<file path="src/rtl/mpfm_pkg.sv">
// Package for the median pulse frequency meter.
// Shared widths, reset values, register codes and types; no dependencies.
`timescale 1ns / 1ps
package mpfm_pkg;

	localparam int CHANNELS_DEF = 4;
	localparam int HISTORY_DEF  = 10;

	localparam int TS_W   = 32;
	localparam int IVL_W  = 16;
	localparam int FREQ_W = 20;
	localparam int CNT_W  = 16;
	localparam int MINS_W = 4;
	localparam int CHAN_W = 2;

	localparam int CFG_IW = 2;
	localparam int CFG_DW = 16;

	localparam logic [CFG_IW-1:0] CFG_GLITCH_MIN = 2'd0;
	localparam logic [CFG_IW-1:0] CFG_ACCEPT_MIN = 2'd1;
	localparam logic [CFG_IW-1:0] CFG_ACCEPT_MAX = 2'd2;
	localparam logic [CFG_IW-1:0] CFG_MIN_SAMPLES = 2'd3;

	localparam logic [IVL_W-1:0]  GLITCH_RST = 16'd40;
	localparam logic [IVL_W-1:0]  AMIN_RST   = 16'd150;
	localparam logic [IVL_W-1:0]  AMAX_RST   = 16'd450;
	localparam logic [MINS_W-1:0] MINS_RST   = 4'd3;

	localparam logic [FREQ_W-1:0] FREQ_NUM = 20'd1000000;

	localparam logic OP_PULSE  = 1'b0;
	localparam logic OP_REPORT = 1'b1;

	localparam int QDEPTH = 2;
	localparam int QCNT_W = $clog2(QDEPTH + 1);

	typedef struct packed {
		logic [IVL_W-1:0]  glitch_min;
		logic [IVL_W-1:0]  accept_min;
		logic [IVL_W-1:0]  accept_max;
		logic [MINS_W-1:0] min_samples;
	} cfg_t;

	typedef struct packed {
		logic              report;
		logic [CHAN_W-1:0] chan;
		logic [TS_W-1:0]   ts;
	} cmd_t;

	typedef struct packed {
		logic [QCNT_W-1:0] count;
	} qstat_t;

	typedef struct packed {
		logic reporting;
	} bstat_t;

endpackage

</file>
<file path="src/rtl/mpfm_cmd_if.sv">
// Command channel interface: valid/ready with opcode, channel and timestamp.
// Depends on mpfm_pkg.
`timescale 1ns / 1ps
interface mpfm_cmd_if;
	logic                        valid;
	logic                        ready;
	logic                        opcode;
	logic [mpfm_pkg::CHAN_W-1:0] channel;
	logic [mpfm_pkg::TS_W-1:0]   timestamp_us;

	modport source(output valid, output opcode, output channel, output timestamp_us,
		input ready);
	modport sink(input valid, input opcode, input channel, input timestamp_us,
		output ready);
endinterface

</file>
<file path="src/rtl/mpfm_res_if.sv">
// Result channel interface: valid/ready with one report line.
// Depends on mpfm_pkg.
`timescale 1ns / 1ps
interface mpfm_res_if;
	logic                        valid;
	logic                        ready;
	logic [mpfm_pkg::CHAN_W-1:0] out_channel;
	logic [mpfm_pkg::FREQ_W-1:0] frequency_hz;
	logic [mpfm_pkg::CNT_W-1:0]  pulse_total;
	logic                        last_of_report;

	modport source(output valid, output out_channel, output frequency_hz,
		output pulse_total, output last_of_report, input ready);
	modport sink(input valid, input out_channel, input frequency_hz,
		input pulse_total, input last_of_report, output ready);
endinterface

</file>
<file path="src/rtl/median_pulse_frequency_meter_core.sv">
// Top level of the median pulse frequency meter: configuration registers,
// command front end and measurement back end. Depends on mpfm_pkg, the
// interfaces, mpfm_front and mpfm_back.
//
//   channel   dir   handshake        payload
//   cmd       in    valid/ready      opcode, channel, timestamp_us
//   res       out   valid/ready      out_channel, frequency_hz, pulse_total, last_of_report
//   cfg       in    cfg_wen          cfg_index, cfg_data (no read-back)
//
// A pulse waits in the two-entry command queue until the back end is idle,
// and the back end then does the edge bookkeeping for it.
// A report visits each active channel in turn: one ring memory read per
// history slot into the insertion sorter, then a restoring divider (skipped
// when too few intervals are stored), then the result register, which waits
// while res stalls.
// Reset is asynchronous and clears all channel state at once (valid bits on
// the ring), so items are taken from the first cycle after reset.
// The queue takes new commands, up to its depth, while the back end waits on res.
`timescale 1ns / 1ps
module median_pulse_frequency_meter_core #(
	parameter int CHANNELS      = mpfm_pkg::CHANNELS_DEF,
	parameter int HISTORY_DEPTH = mpfm_pkg::HISTORY_DEF
) (
	input  logic                        clk,
	input  logic                        arst_n,
	mpfm_cmd_if.sink                    cmd,
	mpfm_res_if.source                  res,
	input  logic                        cfg_wen,
	input  logic [mpfm_pkg::CFG_IW-1:0] cfg_index,
	input  logic [mpfm_pkg::CFG_DW-1:0] cfg_data
);
	mpfm_pkg::cfg_t   cfg_q;
	mpfm_pkg::cmd_t   q_cmd;
	mpfm_pkg::qstat_t qstat;
	mpfm_pkg::bstat_t bstat;
	logic             q_valid, q_pop;

	// hold the configuration; the user must write only while the block is idle (not enforced here)
	always_ff @(posedge clk or negedge arst_n) begin
		if (!arst_n) begin
			cfg_q.glitch_min  <= mpfm_pkg::GLITCH_RST;
			cfg_q.accept_min  <= mpfm_pkg::AMIN_RST;
			cfg_q.accept_max  <= mpfm_pkg::AMAX_RST;
			cfg_q.min_samples <= mpfm_pkg::MINS_RST;
		end else if (cfg_wen) begin
			unique case (cfg_index)
				mpfm_pkg::CFG_GLITCH_MIN:  cfg_q.glitch_min  <= cfg_data;
				mpfm_pkg::CFG_ACCEPT_MIN:  cfg_q.accept_min  <= cfg_data;
				mpfm_pkg::CFG_ACCEPT_MAX:  cfg_q.accept_max  <= cfg_data;
				mpfm_pkg::CFG_MIN_SAMPLES: cfg_q.min_samples <= cfg_data[mpfm_pkg::MINS_W-1:0];
				default: ;
			endcase
		end
	end

	// classify and queue commands
	mpfm_front #(.CHANNELS(CHANNELS)) u_front (
		.clk(clk), .arst_n(arst_n), .cmd(cmd),
		.q_valid(q_valid), .q_cmd(q_cmd), .q_pop(q_pop), .qstat(qstat)
	);

	// advance pulses and reports against channel state
	mpfm_back #(.CHANNELS(CHANNELS), .HISTORY_DEPTH(HISTORY_DEPTH)) u_back (
		.clk(clk), .arst_n(arst_n), .cfg(cfg_q),
		.q_valid(q_valid), .q_cmd(q_cmd), .q_pop(q_pop), .res(res), .bstat(bstat)
	);

	a_queue_bound: assert property (@(posedge clk) disable iff (!arst_n)
		32'(qstat.count) <= mpfm_pkg::QDEPTH)
		else $error("command queue count beyond its depth");

	a_freq_range: assert property (@(posedge clk) disable iff (!arst_n)
		res.valid |-> (res.frequency_hz <= mpfm_pkg::FREQ_NUM))
		else $error("frequency above one megahertz");

	a_load_in_report: assert property (@(posedge clk) disable iff (!arst_n)
		$rose(res.valid) |-> bstat.reporting)
		else $error("result transfer loaded outside a report");
endmodule

</file>
<file path="src/rtl/mpfm_front.sv">
// Front end: accepts commands, drops pulses of absent channels, queues the rest.
// Depends on mpfm_pkg and mpfm_cmd_if.
`timescale 1ns / 1ps
module mpfm_front #(
	parameter int CHANNELS = mpfm_pkg::CHANNELS_DEF
) (
	input  logic               clk,
	input  logic               arst_n,
	mpfm_cmd_if.sink           cmd,
	output logic               q_valid,
	output mpfm_pkg::cmd_t     q_cmd,
	input  logic               q_pop,
	output mpfm_pkg::qstat_t   qstat
);
	mpfm_pkg::cmd_t                  ent_q [mpfm_pkg::QDEPTH];
	logic                            wp_q, rp_q;
	logic [mpfm_pkg::QCNT_W-1:0]     cnt_q;
	logic                            keep, push, pop;

	assign cmd.ready = (cnt_q != mpfm_pkg::QCNT_W'(mpfm_pkg::QDEPTH));
	assign keep = (cmd.opcode == mpfm_pkg::OP_REPORT) || (32'(cmd.channel) < CHANNELS);
	assign push = cmd.valid && cmd.ready && keep;
	assign pop  = q_pop && q_valid;

	assign q_valid     = (cnt_q != '0);
	assign q_cmd       = ent_q[rp_q];
	assign qstat.count = cnt_q;

	always_ff @(posedge clk) begin
		if (push) begin
			ent_q[wp_q] <= '{report: (cmd.opcode == mpfm_pkg::OP_REPORT),
				chan: cmd.channel, ts: cmd.timestamp_us};
		end
	end

	always_ff @(posedge clk or negedge arst_n) begin
		if (!arst_n) begin
			wp_q  <= 1'b0;
			rp_q  <= 1'b0;
			cnt_q <= '0;
		end else begin
			if (push) wp_q <= ~wp_q;
			if (pop) rp_q <= ~rp_q;
			if (push && !pop) cnt_q <= cnt_q + 1'b1;
			else if (pop && !push) cnt_q <= cnt_q - 1'b1;
		end
	end
endmodule

</file>
<file path="src/rtl/mpfm_back.sv">
// Back end: per-channel edge tracking, interval ring memory, insertion sort,
// serial divider and result register. Depends on mpfm_pkg and mpfm_res_if.
`timescale 1ns / 1ps
module mpfm_back #(
	parameter int CHANNELS      = mpfm_pkg::CHANNELS_DEF,
	parameter int HISTORY_DEPTH = mpfm_pkg::HISTORY_DEF
) (
	input  logic             clk,
	input  logic             arst_n,
	input  mpfm_pkg::cfg_t   cfg,
	input  logic             q_valid,
	input  mpfm_pkg::cmd_t   q_cmd,
	output logic             q_pop,
	mpfm_res_if.source       res,
	output mpfm_pkg::bstat_t bstat
);
	localparam int CW    = (CHANNELS > 1) ? $clog2(CHANNELS) : 1;
	localparam int HW    = $clog2(HISTORY_DEPTH);
	localparam int NW    = $clog2(HISTORY_DEPTH + 1);
	localparam int DEPTH = CHANNELS * HISTORY_DEPTH;
	localparam int AW    = $clog2(DEPTH);
	localparam int IW    = mpfm_pkg::IVL_W;
	localparam int DW    = mpfm_pkg::FREQ_W;
	localparam int DCW   = $clog2(DW);

	localparam logic [2:0] S_IDLE  = 3'd0;
	localparam logic [2:0] S_FIND  = 3'd1;
	localparam logic [2:0] S_READ  = 3'd2;
	localparam logic [2:0] S_DRAIN = 3'd3;
	localparam logic [2:0] S_MED   = 3'd4;
	localparam logic [2:0] S_DIV   = 3'd5;
	localparam logic [2:0] S_EMIT  = 3'd6;

	logic [2:0] state_q;

	// per-channel state
	logic [CHANNELS-1:0][mpfm_pkg::TS_W-1:0]  last_q;
	logic [CHANNELS-1:0][HW-1:0]              pos_q;
	logic [CHANNELS-1:0][mpfm_pkg::CNT_W-1:0] cnt_q;
	logic [CHANNELS-1:0]                      act_q;
	logic [CHANNELS-1:0][HISTORY_DEPTH-1:0]   rvld_q;

	logic [IW-1:0] mem [DEPTH];
	logic [IW-1:0] mem_rd_s1;
	logic          rd_ok_s1, rd_go_s1;

	logic [CW-1:0] ch_q;
	logic [HW-1:0] idx_q;
	logic [HISTORY_DEPTH-1:0][IW-1:0] sbuf_q;
	logic [NW-1:0] n_q;

	logic [IW-1:0] dvs_q, rem_q;
	logic [DW-1:0] quo_q, freq_q;
	logic [DCW-1:0] dcnt_q;

	// pulse decode
	logic [CW-1:0]            pc;
	logic [mpfm_pkg::TS_W-1:0] delta;
	logic                     glitch, accept, do_pulse, do_report;
	logic [HW-1:0]            pos_nx;
	logic [AW-1:0]            waddr, raddr;

	// report helpers
	logic [CW-1:0]  sel;
	logic           found, eload, rem_last;
	logic [IW-1:0]  rv;
	logic           rv_ins;
	logic [HISTORY_DEPTH-1:0][IW-1:0] sbuf_nx;
	logic [IW:0]    trial;
	logic           dbit;

	assign do_pulse  = (state_q == S_IDLE) && q_valid && !q_cmd.report;
	assign do_report = (state_q == S_IDLE) && q_valid && q_cmd.report;
	assign q_pop     = (state_q == S_IDLE);

	assign pc     = CW'(q_cmd.chan);
	assign delta  = q_cmd.ts - last_q[pc];
	assign glitch = delta < 32'(cfg.glitch_min);
	assign accept = (last_q[pc] != '0) && (delta >= 32'(cfg.accept_min)) &&
		(delta <= 32'(cfg.accept_max));
	assign pos_nx = (32'(pos_q[pc]) + 1 >= HISTORY_DEPTH) ? '0 : pos_q[pc] + 1'b1;
	assign waddr  = AW'(AW'(pc) * AW'(HISTORY_DEPTH) + AW'(pos_q[pc]));
	assign raddr  = AW'(AW'(ch_q) * AW'(HISTORY_DEPTH) + AW'(idx_q));

	always_comb begin
		sel = '0;
		for (int j = CHANNELS - 1; j >= 0; j--) begin
			if (act_q[j]) sel = CW'(j);
		end
	end
	assign found = |act_q;

	assign eload    = (state_q == S_EMIT) && (!res.valid || res.ready);
	assign rem_last = ((act_q & ~(CHANNELS'(1) << ch_q)) == '0);

	// sorted insertion of the interval returned by the ring
	assign rv     = rd_ok_s1 ? mem_rd_s1 : '0;
	assign rv_ins = rd_go_s1 && (rv != '0);
	always_comb begin
		for (int j = 0; j < HISTORY_DEPTH; j++) begin
			if ((32'(j) < 32'(n_q)) && (sbuf_q[j] <= rv)) sbuf_nx[j] = sbuf_q[j];
			else if (j == 0) sbuf_nx[j] = rv;
			else if ((32'(j - 1) < 32'(n_q)) && (sbuf_q[j-1] <= rv)) sbuf_nx[j] = rv;
			else sbuf_nx[j] = sbuf_q[j-1];
		end
	end

	assign dbit  = mpfm_pkg::FREQ_NUM[DCW'(DW - 1) - dcnt_q];
	assign trial = {rem_q, dbit};

	assign bstat.reporting = (state_q != S_IDLE);

	// ring memory
	always_ff @(posedge clk) begin
		if (do_pulse && !glitch && accept) mem[waddr] <= IW'(delta);
		mem_rd_s1 <= mem[raddr];
	end

	always_ff @(posedge clk) begin
		if (rv_ins) sbuf_q <= sbuf_nx;
		if (state_q == S_MED) begin
			dvs_q <= sbuf_q[HW'(n_q >> 1)];
			rem_q <= '0;
		end else if (state_q == S_DIV) begin
			if (trial >= {1'b0, dvs_q}) begin
				rem_q <= IW'(trial - {1'b0, dvs_q});
				quo_q <= {quo_q[DW-2:0], 1'b1};
			end else begin
				rem_q <= trial[IW-1:0];
				quo_q <= {quo_q[DW-2:0], 1'b0};
			end
		end
		if (eload) begin
			res.out_channel    <= mpfm_pkg::CHAN_W'(ch_q);
			res.frequency_hz   <= freq_q;
			res.pulse_total    <= cnt_q[ch_q];
			res.last_of_report <= rem_last;
		end
	end

	always_ff @(posedge clk or negedge arst_n) begin
		if (!arst_n) begin
			state_q   <= S_IDLE;
			last_q    <= '0;
			pos_q     <= '0;
			cnt_q     <= '0;
			act_q     <= '0;
			rvld_q    <= '0;
			rd_ok_s1  <= 1'b0;
			rd_go_s1  <= 1'b0;
			ch_q      <= '0;
			idx_q     <= '0;
			n_q       <= '0;
			dcnt_q    <= '0;
			freq_q    <= '0;
			res.valid <= 1'b0;
		end else begin
			rd_ok_s1 <= rvld_q[ch_q][idx_q];
			rd_go_s1 <= (state_q == S_READ);
			if (rv_ins) n_q <= n_q + 1'b1;
			if (res.valid && res.ready && !eload) res.valid <= 1'b0;

			unique case (state_q)
				S_IDLE: begin
					if (do_pulse && !glitch) begin
						last_q[pc] <= q_cmd.ts;
						if (accept) begin
							rvld_q[pc][pos_q[pc]] <= 1'b1;
							pos_q[pc]             <= pos_nx;
							act_q[pc]             <= 1'b1;
							if (cnt_q[pc] != '1) cnt_q[pc] <= cnt_q[pc] + 1'b1;
						end
					end
					if (do_report) state_q <= S_FIND;
				end
				S_FIND: begin
					if (found) begin
						ch_q    <= sel;
						idx_q   <= '0;
						n_q     <= '0;
						state_q <= S_READ;
					end else begin
						state_q <= S_IDLE;
					end
				end
				S_READ: begin
					if (32'(idx_q) == HISTORY_DEPTH - 1) state_q <= S_DRAIN;
					else idx_q <= idx_q + 1'b1;
				end
				S_DRAIN: state_q <= S_MED;
				S_MED: begin
					dcnt_q <= '0;
					if ((n_q == '0) || (32'(n_q) < 32'(cfg.min_samples))) begin
						freq_q  <= '0;
						state_q <= S_EMIT;
					end else begin
						state_q <= S_DIV;
					end
				end
				S_DIV: begin
					dcnt_q <= dcnt_q + 1'b1;
					if (32'(dcnt_q) == DW - 1) begin
						freq_q  <= {quo_q[DW-2:0], (trial >= {1'b0, dvs_q})};
						state_q <= S_EMIT;
					end
				end
				S_EMIT: begin
					if (eload) begin
						res.valid    <= 1'b1;
						last_q[ch_q] <= '0;
						pos_q[ch_q]  <= '0;
						cnt_q[ch_q]  <= '0;
						act_q[ch_q]  <= 1'b0;
						rvld_q[ch_q] <= '0;
						state_q      <= S_FIND;
					end
				end
				default: state_q <= S_IDLE;
			endcase
		end
	end
endmodule

</file>
<file path="src/flat_wrapper.sv">
// flat-port wrapper written by rule: the top's interface ports become plain ports
module median_pulse_frequency_meter_core_flat 
#(
	parameter int CHANNELS      = mpfm_pkg::CHANNELS_DEF,
	parameter int HISTORY_DEPTH = mpfm_pkg::HISTORY_DEF
)
  (clk, arst_n, cfg_wen, cfg_index, cfg_data, cmd_valid, cmd_opcode, cmd_channel, cmd_timestamp_us, cmd_ready, res_valid, res_out_channel, res_frequency_hz, res_pulse_total, res_last_of_report, res_ready);
  mpfm_cmd_if cmd_i ();
  mpfm_res_if res_i ();
  input  logic clk;
  input  logic arst_n;
  input  logic cfg_wen;
  input  logic [mpfm_pkg::CFG_IW-1:0] cfg_index;
  input  logic [mpfm_pkg::CFG_DW-1:0] cfg_data;
  input wire logic [$bits(cmd_i.valid)-1:0] cmd_valid;
  input wire logic [$bits(cmd_i.opcode)-1:0] cmd_opcode;
  input wire logic [$bits(cmd_i.channel)-1:0] cmd_channel;
  input wire logic [$bits(cmd_i.timestamp_us)-1:0] cmd_timestamp_us;
  output wire logic [$bits(cmd_i.ready)-1:0] cmd_ready;
  output wire logic [$bits(res_i.valid)-1:0] res_valid;
  output wire logic [$bits(res_i.out_channel)-1:0] res_out_channel;
  output wire logic [$bits(res_i.frequency_hz)-1:0] res_frequency_hz;
  output wire logic [$bits(res_i.pulse_total)-1:0] res_pulse_total;
  output wire logic [$bits(res_i.last_of_report)-1:0] res_last_of_report;
  input wire logic [$bits(res_i.ready)-1:0] res_ready;
  assign cmd_i.valid = cmd_valid;
  assign cmd_i.opcode = cmd_opcode;
  assign cmd_i.channel = cmd_channel;
  assign cmd_i.timestamp_us = cmd_timestamp_us;
  assign cmd_ready = cmd_i.ready;
  assign res_valid = res_i.valid;
  assign res_out_channel = res_i.out_channel;
  assign res_frequency_hz = res_i.frequency_hz;
  assign res_pulse_total = res_i.pulse_total;
  assign res_last_of_report = res_i.last_of_report;
  assign res_i.ready = res_ready;
  median_pulse_frequency_meter_core #(.CHANNELS(CHANNELS), .HISTORY_DEPTH(HISTORY_DEPTH)) u_core (.clk(clk), .arst_n(arst_n), .cmd(cmd_i), .res(res_i), .cfg_wen(cfg_wen), .cfg_index(cfg_index), .cfg_data(cfg_data));
endmodule
</file>
<file path="config.mk">
export PLATFORM = sky130hd
export DESIGN_NAME = median_pulse_frequency_meter_core_flat
export DESIGN_NICKNAME = d
export VERILOG_FILES = /design/src/rtl/mpfm_pkg.sv /design/src/rtl/mpfm_cmd_if.sv /design/src/rtl/mpfm_res_if.sv /design/src/rtl/median_pulse_frequency_meter_core.sv /design/src/rtl/mpfm_front.sv /design/src/rtl/mpfm_back.sv /design/src/flat_wrapper.sv
export SDC_FILE = /design/constraint.sdc
export NUM_CORES = 2
export LEC_CHECK = 0
export CAP_MARGIN = 20
export CORE_ASPECT_RATIO = 0.9
export CORE_MARGIN = 8
export CORE_UTILIZATION = 58
export CTS_CLUSTER_DIAMETER = 60
export DETAILED_ROUTE_END_ITERATION = 16
export DONT_BUFFER_PORTS = 1
export GPL_ROUTABILITY_DRIVEN = 0
export PLACE_DENSITY = 0.76
export SLEW_MARGIN = 0
export SYNTH_ARGS = -nofsm -noshare
export SYNTH_HDL_FRONTEND = slang
export SYNTH_SLANG_ARGS = --single-unit
</file>
<file path="constraint.sdc">
create_clock -name clk -period 7.85 [get_ports clk]
set_clock_uncertainty 0.15 [all_clocks]
set_input_delay 0.3925 -clock clk [delete_from_list [all_inputs] [get_ports clk]]
set_output_delay 0.3925 -clock clk [all_outputs]
set_load 0.05 [all_outputs]
</file>
# [Word level (Yosys, flattened, before mapping)]
# Memory sizes are Yosys's and may differ from the RTL's. A register that Yosys moved wholly into a read port is not among the register bits.
# Index checks and enable logic that the tools add are counted.
[word_totals] memories=3 wordCells=312 rom_bits=32 register_bits=567 output_inout_bits=41 ram_bits=710 input_bits=58
[mem_list] name="u_core.u_back.mem" depth=40 width=16 read_ports=1 rd_ports_with_merged_regs=1 wr=1 line_no="mpfm_back.sv:43" text="logic [IW-1:0] mem [DEPTH];"
[mem_list] name="u_core.u_front.ent_q" depth=2 width=35 read_ports=1 rd_ports_with_merged_regs=0 wr=1 line_no="mpfm_front.sv:15" text="mpfm_pkg::cmd_t ent_q [mpfm_pkg::QDEPTH];"
[mem_list] name="(no name shown)" depth=32 width=1 read_ports=1 rd_ports_with_merged_regs=0 wr=0 line_no="mpfm_back.sv:108" text="assign dbit = mpfm_pkg::FREQ_NUM[DCW'(DW - 1) - dcnt_q];"
[classes] add_sub_neg=13 n_reduce_logical=65 n_mux=101 bitwise_logic=25 shift=1 eq_ne=23 n_mul=2 n_lt_le_gt_ge=31
[op_table] cell="$mux W16" count=17
[op_table] cell="$mux W128" count=2
[op_table] cell="$mux W64" count=4
[op_table] cell="$pmux W128 S2" count=1
[op_table] cell="$and A128 B128 Y128" count=1
[op_table] cell="$bwmux W128" count=1
[op_table] cell="$demux W32 S2" count=2
[op_table] cell="$le A16 B16 Y1" count=8
[op_table] cell="$not A128 Y128" count=1
[op_table] cell="$pmux W64 S2" count=1
[op_table] cell="$mux W40" count=3
[op_table] cell="$mux W32" count=3
[op_table] cell="$pmux W40 S2" count=1
[op_table] cell="$and A64 B64 Y64" count=1
[op_table] cell="$bmux W16 S2" count=2
[op_table] cell="$bmux W32 S2" count=1
[op_table] cell="$bwmux W64" count=1
[op_table] cell="$demux W16 S2" count=2
[op_table] cell="$not A64 Y64" count=1
[op_table] cell="$bmux W16 S3" count=1
[op_table] cell="$mux W4" count=12
[op_table] cell="$and A40 B40 Y40" count=1
[op_table] cell="$demux W10 S2" count=2
[op_table] cell="$mux W20" count=2
[op_table] cell="75 further kinds" count=190

# [Depth between registers and ports, before layout]
# An unclocked memory read counts as a cell.
[logic_depth] word_depth=13 depth_mapped=29 ltp_nobuf=22

# [By module]
# From an unflattened synthesis, not the netlist that was laid out.
[unflattened] hier_cells=3874 area_unflattened_um2=59600.9
[by_module_without_submodules] module="mpfm_back" n_inst=1 cells_each=3636 area_per_inst_um2=54750.0
[by_module_without_submodules] module="mpfm_front" n_inst=1 cells_each=127 area_per_inst_um2=2870.3
[by_module_without_submodules] module="median_pulse_frequency_meter_core" n_inst=1 cells_each=111 area_per_inst_um2=1980.6

# [Worst setup path after synthesis]
# No wires, ideal clock.
[synth_path] kind="register -> register" startpoint="register u_core.u_front.rp_q" endpoint="memory u_core.u_back.mem[6][0] in the netlist's numbering, enable pin" path_buffers=6 required_ps=7312 path_stages_with_launch=27 path_slack_ps=-577 setup_ps=388 t_arrival_ps=7889 cell_sequence="dfrtp_1 -> buf_6 -> mux2_2 -> clkbuf_1 -> clkbuf_1 -> clkbuf_1 -> buf_1 -> mux4_2 -> ha_1 -> fa_1 -> nand2b_1 -> a21o_1 -> a21oi_1 -> a31oi_1 -> xnor2_1 -> ha_1 -> o21ai_0 -> nor2_1 -> o211ai_1 -> nand2_1 -> nand3_1 -> a31oi_1 -> and4b_1 -> and4_1 -> buf_2 -> nand4_1 -> nor2_1"
[synth_via] elab_chain_len=10 elab_cells_between_ends=21 classes_between="add/sub: 2; mul: 1; order compare: 3; mux: 6; reduce/logical: 8; memory: 1"
[synth_rtl] item="start, declared" line_no="mpfm_front.sv:16" text="logic wp_q, rp_q;"
[synth_rtl] item="start signal, assigned" line_no="mpfm_front.sv:43" text="if (pop) rp_q <= ~rp_q;"
[synth_rtl] item="$mem_v2 Z2 W35 *"
[synth_rtl] item="$bmux W32 S2" line_no="mpfm_back.sv:77" text="assign delta = q_cmd.ts - last_q[pc];"
[synth_rtl] item="$mux W32 (implied by the code)" line_no="mpfm_back.sv:77"
[synth_rtl] item="$sub A32 B32 Y32 *" line_no="mpfm_back.sv:77"
[synth_rtl] item="named net u_core.u_back.delta, one bit" line_no="mpfm_back.sv:58" text="logic [mpfm_pkg::TS_W-1:0] delta;"
[synth_rtl] item="$lt A32 B16 Y1 / $ge A32 B16 Y1 (equally long branches)" line_no="mpfm_back.sv:78, mpfm_back.sv:79"
[synth_rtl] item="$logic_not A1 Y1 / $logic_and A1 B1 Y1 (equally long branches)" line_no="mpfm_back.sv:115, mpfm_back.sv:79"
[synth_rtl] item="$logic_and A1 B1 Y1 (on tied branches)" line_no="mpfm_back.sv:115, mpfm_back.sv:79"
[synth_rtl] item="$logic_and A1 B1 Y1 *" line_no="mpfm_back.sv:115" text="if (do_pulse && !glitch && accept) mem[waddr] <= IW'(delta);"
[synth_rtl] item="$mux W1 *" line_no="mpfm_back.sv:115"
[synth_rtl] item="$mux W1 (implied by the code) *" line_no="mpfm_back.sv:115"
[synth_rtl] item="end, declared" line_no="mpfm_back.sv:43"
# The timed path passes the listed nets; every way through them passes the cells marked *. The select of a mux whose other input is x is not followed.

# [Final worst setup path]
[layout_path] startpoint="register u_core.u_front.rp_q" endpoint="memory u_core.u_back.mem[9][6] in the netlist's numbering, enable pin"
# The elaborated chain is that of the path after synthesis.

==> key figures <==
Run
  • Max-Cap Viols: 0

Worst setup path
  • Arrival time of data at the critical path endpoint: 7.60 ns
  • Startpoint class of the critical path: register
  • Critical path start-end classification: register to register
  • Biggest fanout along the worst timing path: 42
  • Endpoint type of the worst setup path: register
  • Required @ worst endpoint: 8.15 ns

Finish
  • Ratio of cells with drive above 1 in the final layout: 20.6%
  • Final core utilization: 65.8%
  • Layout fillers: 6865
  • Synth-to-layout area growth: 12.6%
  • Number of nets in the layout: 4309

Die
  • Area of the die: 113000 sq um
  • # rows: 111
  • DIE HEIGHT: 320 um
  • Effective utilization at floorplan: 58.5%
  • Placeable Area: 102000 sq um
  • Top-Level Pins: 99
  • Chip Width: 354 um

Global routing
  • Number of antenna violations at the first check in global routing: 10
  • Wire length of the first global-routing pass: 225000 um
  • Largest net degree at the start of global routing: 350
  • Overflow after GRT: 0
  • Overall routing resource usage: 25.7%
  • Vias in the first global route: 36500

Clock tree
  • H-tree lvl count: 4
  • Number of buffers on the longest clock path: 3
  • CTS root buf: clkbuf_16
  • Clock tree from TritonCTS: yes
  • TritonCTS Buffers: 130
  • Total number of clock tree sinks: 1293
  • Hold-fix buffers at CTS: 85
  • Insertion delay of the later-clocked pin in the worst-skew pair: 0.76 ns
  • Clk slew on worst S/H paths: 0.06 ns

Routing
  • DRC: 0
  • Antenna Nets Post-Route: 0
  • Average detailed-routed wire length per instance: 27.1 um
  • Number of vias per cell: 6.62
  • Routed wire length: 148000 um
  • DR vias: 36200
  • DRC marker count from the first detailed-route iteration: 4100
  • Pre-Repair DR Iteration Count: 6

STA
  • Portion of the clock cycle consumed by the worst path in the final layout: 93.0%
  • Worst Max-Slew Pin Slew: 1.10 ns
  • Maximum clock frequency: 137 MHz
  • Total negative setup slack: 0 ns
  • Final Setup Violations: 0
  • Final slew viol count: 0
  • Clock period minus worst slack: 7.30 ns
  • Worst hold margin: -0.804 ns
  • Slew headroom: 26.4%
  • Final hold viol count: 349
  • RSZ-0062 raised after global routing: false

Yosys
  • Synthesized net count: 4161
  • Top FF cell, synth: edfxtp_1
  • Number of warnings issued by yosys: 0
  • Synthesized cell area: 59600 sq um
  • Count of distinct cell types in the synthesized netlist: 85
  • Number of enable-type register cells in the synthesized netlist: 912
  • Sequential cell area fraction in the yosys report: 61.7%
  • Number of synthesized register bits: 1293
  • Cell count after synthesis: 3853
  • Average instance area after synthesis: 15.5 sq um
  • Post-synthesis async set-or-reset flop share: 27.0%

Pwr
  • Power density over cell area: 446 nW/um^2
  • Leak pwr: 24.0 nW
  • Peak ir drop on the vdd network: 0.819 mV

Place
  • Final HPWL from detailed placement: 92600 um
  • Port-buffer cells: 0

Min path
  • Kind of path behind the tightest hold check: input port to async pin

Status
  • Run status: finished, violations left
  • Violated checks: hold timing
==> cells in the final DEF (no fill, tap or decap), types with 12 or more instances in the layout <==
master | synthesis | routed
a211oi_1 | 31 | 31
o21ai_0 | 104 | 104
a22o_1 | 26 | 26
ha_1 | 246 | 245
mux2_2 | 169 | 169
clkbuf_16 | 0 | 136
nand4_1 | 50 | 50
o21a_1 | 42 | 42
clkinv_1 | 15 | 22
edfxtp_1 | 912 | 912
nand2_1 | 253 | 253
dfstp_2 | 12 | 12
clkinv_2 | 0 | 18
a31oi_1 | 28 | 28
inv_1 | 164 | 164
mux2i_1 | 64 | 64
nor4_1 | 36 | 36
xnor2_1 | 34 | 24
clkbuf_8 | 0 | 13
nor3_1 | 25 | 24
a32o_1 | 41 | 41
buf_4 | 4 | 105
o22ai_1 | 51 | 51
dfrtp_1 | 337 | 331
nor2b_1 | 46 | 46
bufinv_16 | 0 | 16
clkbuf_1 | 118 | 25
mux4_2 | 296 | 296
dfxtp_1 | 32 | 32
nand3_1 | 38 | 38
o2bb2ai_1 | 148 | 148
a21oi_1 | 76 | 76
a21o_1 | 54 | 54
nor2_1 | 123 | 119
xor2_1 | 32 | 28
dlygate4sd3_1 | 0 | 85
nand2b_1 | 25 | 25
==> timing repair <==
action                                 4_1_cts  5_1_grt
resized for setup                            0        0
setup buffers                                0        0
endpoints found under the hold margin      475      349
==> per-stage QoR <==
step / std cells / cell area (sq um) / total power, mW / setup slack, ns
floorplan: 3853 / 59700 / 18.5 / -0.0612
global placement: 5136 / 61700 / 22.8 / 0.916
detailed placement: 5137 / 61700 / 23.1 / 0.711
CTS: 5460 / 67000 / 29.8 / 0.678
global route: 5467 / 67100 / 31.0 / 0.296
finish: 5469 / 67100 / 30.0 / 0.550
==> cells in the mapped netlist (all sizes together), types with 11 or more instances <==
library cell	instances	area share, %
o211ai	11	0.17
a21oi	76	0.64
a211oi	31	0.39
nor2b	46	0.48
nor4	40	0.51
mux2i	65	1.1
inv	166	1.1
nor3	26	0.23
mux2	169	3.2
o21ai	107	0.90
o22ai	51	0.54
nand3	39	0.35
dfxtp	32	1.1
clkinv	15	0.094
a32o	41	0.69
dfstp	12	0.53
nand2b	25	0.26
xnor2	35	0.53
edfxtp	912	46
ha	246	5.2
and3	12	0.13
xor2	32	0.47
buf	61	0.49
nand2	253	1.6
o21a	42	0.53
dfrtp	337	14
nand4	50	0.52
o2bb2ai	148	2.2
nor2	123	0.77
mux4	303	11
a22o	26	0.38
a31oi	29	0.31
a21o	54	0.68
and2	13	0.14
nand3b	11	0.14
clkbuf	118	0.74
==> per-layer routing <==
| layer | up-vias | GRT usage, % | share of wire, % |
|---|---|---|---|
| li1 | 15500 | - | - |
| met1 | 18600 | 36.1 | 41 |
| met2 | 1830 | 40.9 | 48 |
| met3 | 293 | 5.41 | 9.0 |
| met4 | 4 | 7.34 | 2.8 |
| met5 | - | 0 | 0.017 |
==> kinds of logic (layout without fill, tap and decap cells) <==
kind of cell             Yosys count  after routing  synth area share [%]
other                              0              6                     0
flip-flops                      1293           1293                  61.7
XOR/XNOR                          67             67                 0.997
AO/OA/AOI/OAI                    676            676                  8.29
multiplexers                     537            537                  15.8
adder cells (fa/ha/maj)          250            250                  5.30
buffers and inverters            360            614                  2.38
AND/OR/NAND/NOR                  670            670                  5.54
==> flip-flops by register name (all words and copies together) (netlist names), 4 cells and up <==
name,cells
u_core.u_back.rem_q,16
u_core.u_back.rvld_q,40
u_core.u_back.act_q,4
u_core.u_back.mem,640
u_core.u_back.res.pulse_total,16
u_core.u_back.dcnt_q,5
u_core.u_back.mem_rd_s1,16
u_core.u_back.cnt_q,64
u_core.u_back.res.frequency_hz,20
u_core.u_back.idx_q,4
u_core.u_back.freq_q,20
u_core.u_back.sbuf_q,128
u_core.u_front.ent_q,70
u_core.u_back.n_q,4
u_core.u_back.last_q,128
u_core.u_back.pos_q,16
u_core.u_back.dvs_q,16
u_core.u_back.quo_q,19
u_core.cfg_q,52
==> critical path: stages, from the launching register on <==
cell and delay, ns:
dfrtp_2 0.45, mux2_2 0.60, mux4_2 0.39, ha_1 0.25
fa_1 0.47, nand2b_1 0.21, a21o_1 0.20, a21oi_1 0.43
a311o_1 0.40, xor2_4 0.20, buf_4 0.47, ha_1 0.23
nand4_1 0.10, nor4_1 0.35, a31oi_1 0.09, and4b_1 0.36
and4_1 0.43, nand3_1 0.34, nor2_1 0.56, buf_4 0.30
==> final timing paths <==
check                           slack, ns               startpoint  cells past startpoint                 endpoint
worst max-delay path                 0.55      u_core.u_front.rp_q                     19  u_core.u_back.mem[9][6]
worst min-delay path                -0.80                   arst_n                      0  u_core.u_back.freq_q[9]
worst max register to register       0.55      u_core.u_front.rp_q                     19  u_core.u_back.mem[9][6]
worst min register to register       0.30  u_core.u_back.quo_q[12]                      0  u_core.u_back.quo_q[13]
max in group asynchronous            7.49                   arst_n                      0          u_core.cfg_q[6]
min in group clk                     0.12                  cfg_wen                      3         u_core.cfg_q[50]
==> area by class of cell <==
| type | count | area (sq um) | area share [%] |
|---|---|---|---|
| well taps | 1356 | 1700 | 2.53 |
| multi-input cells | 2200 | 21700 | 32.3 |
| clock buffers | 174 | 3680 | 5.48 |
| flip-flops and latches | 1293 | 36800 | 54.8 |
| inverters | 181 | 684 | 1.02 |
| diodes | 6 | 15.0 | 0.0224 |
| clock inverters | 64 | 831 | 1.24 |
| repair buffers | 195 | 1730 | 2.58 |
==> report_power, final <==
group          leakage, nW  switching (mW)  internal (mW)
combinational         9.13            8.37           3.71
sequential            12.7           0.413           10.9
clock                 2.18            2.68           3.85
total                 24.0            11.5           18.5
Note: power is estimated with default switching activity, not from simulation.
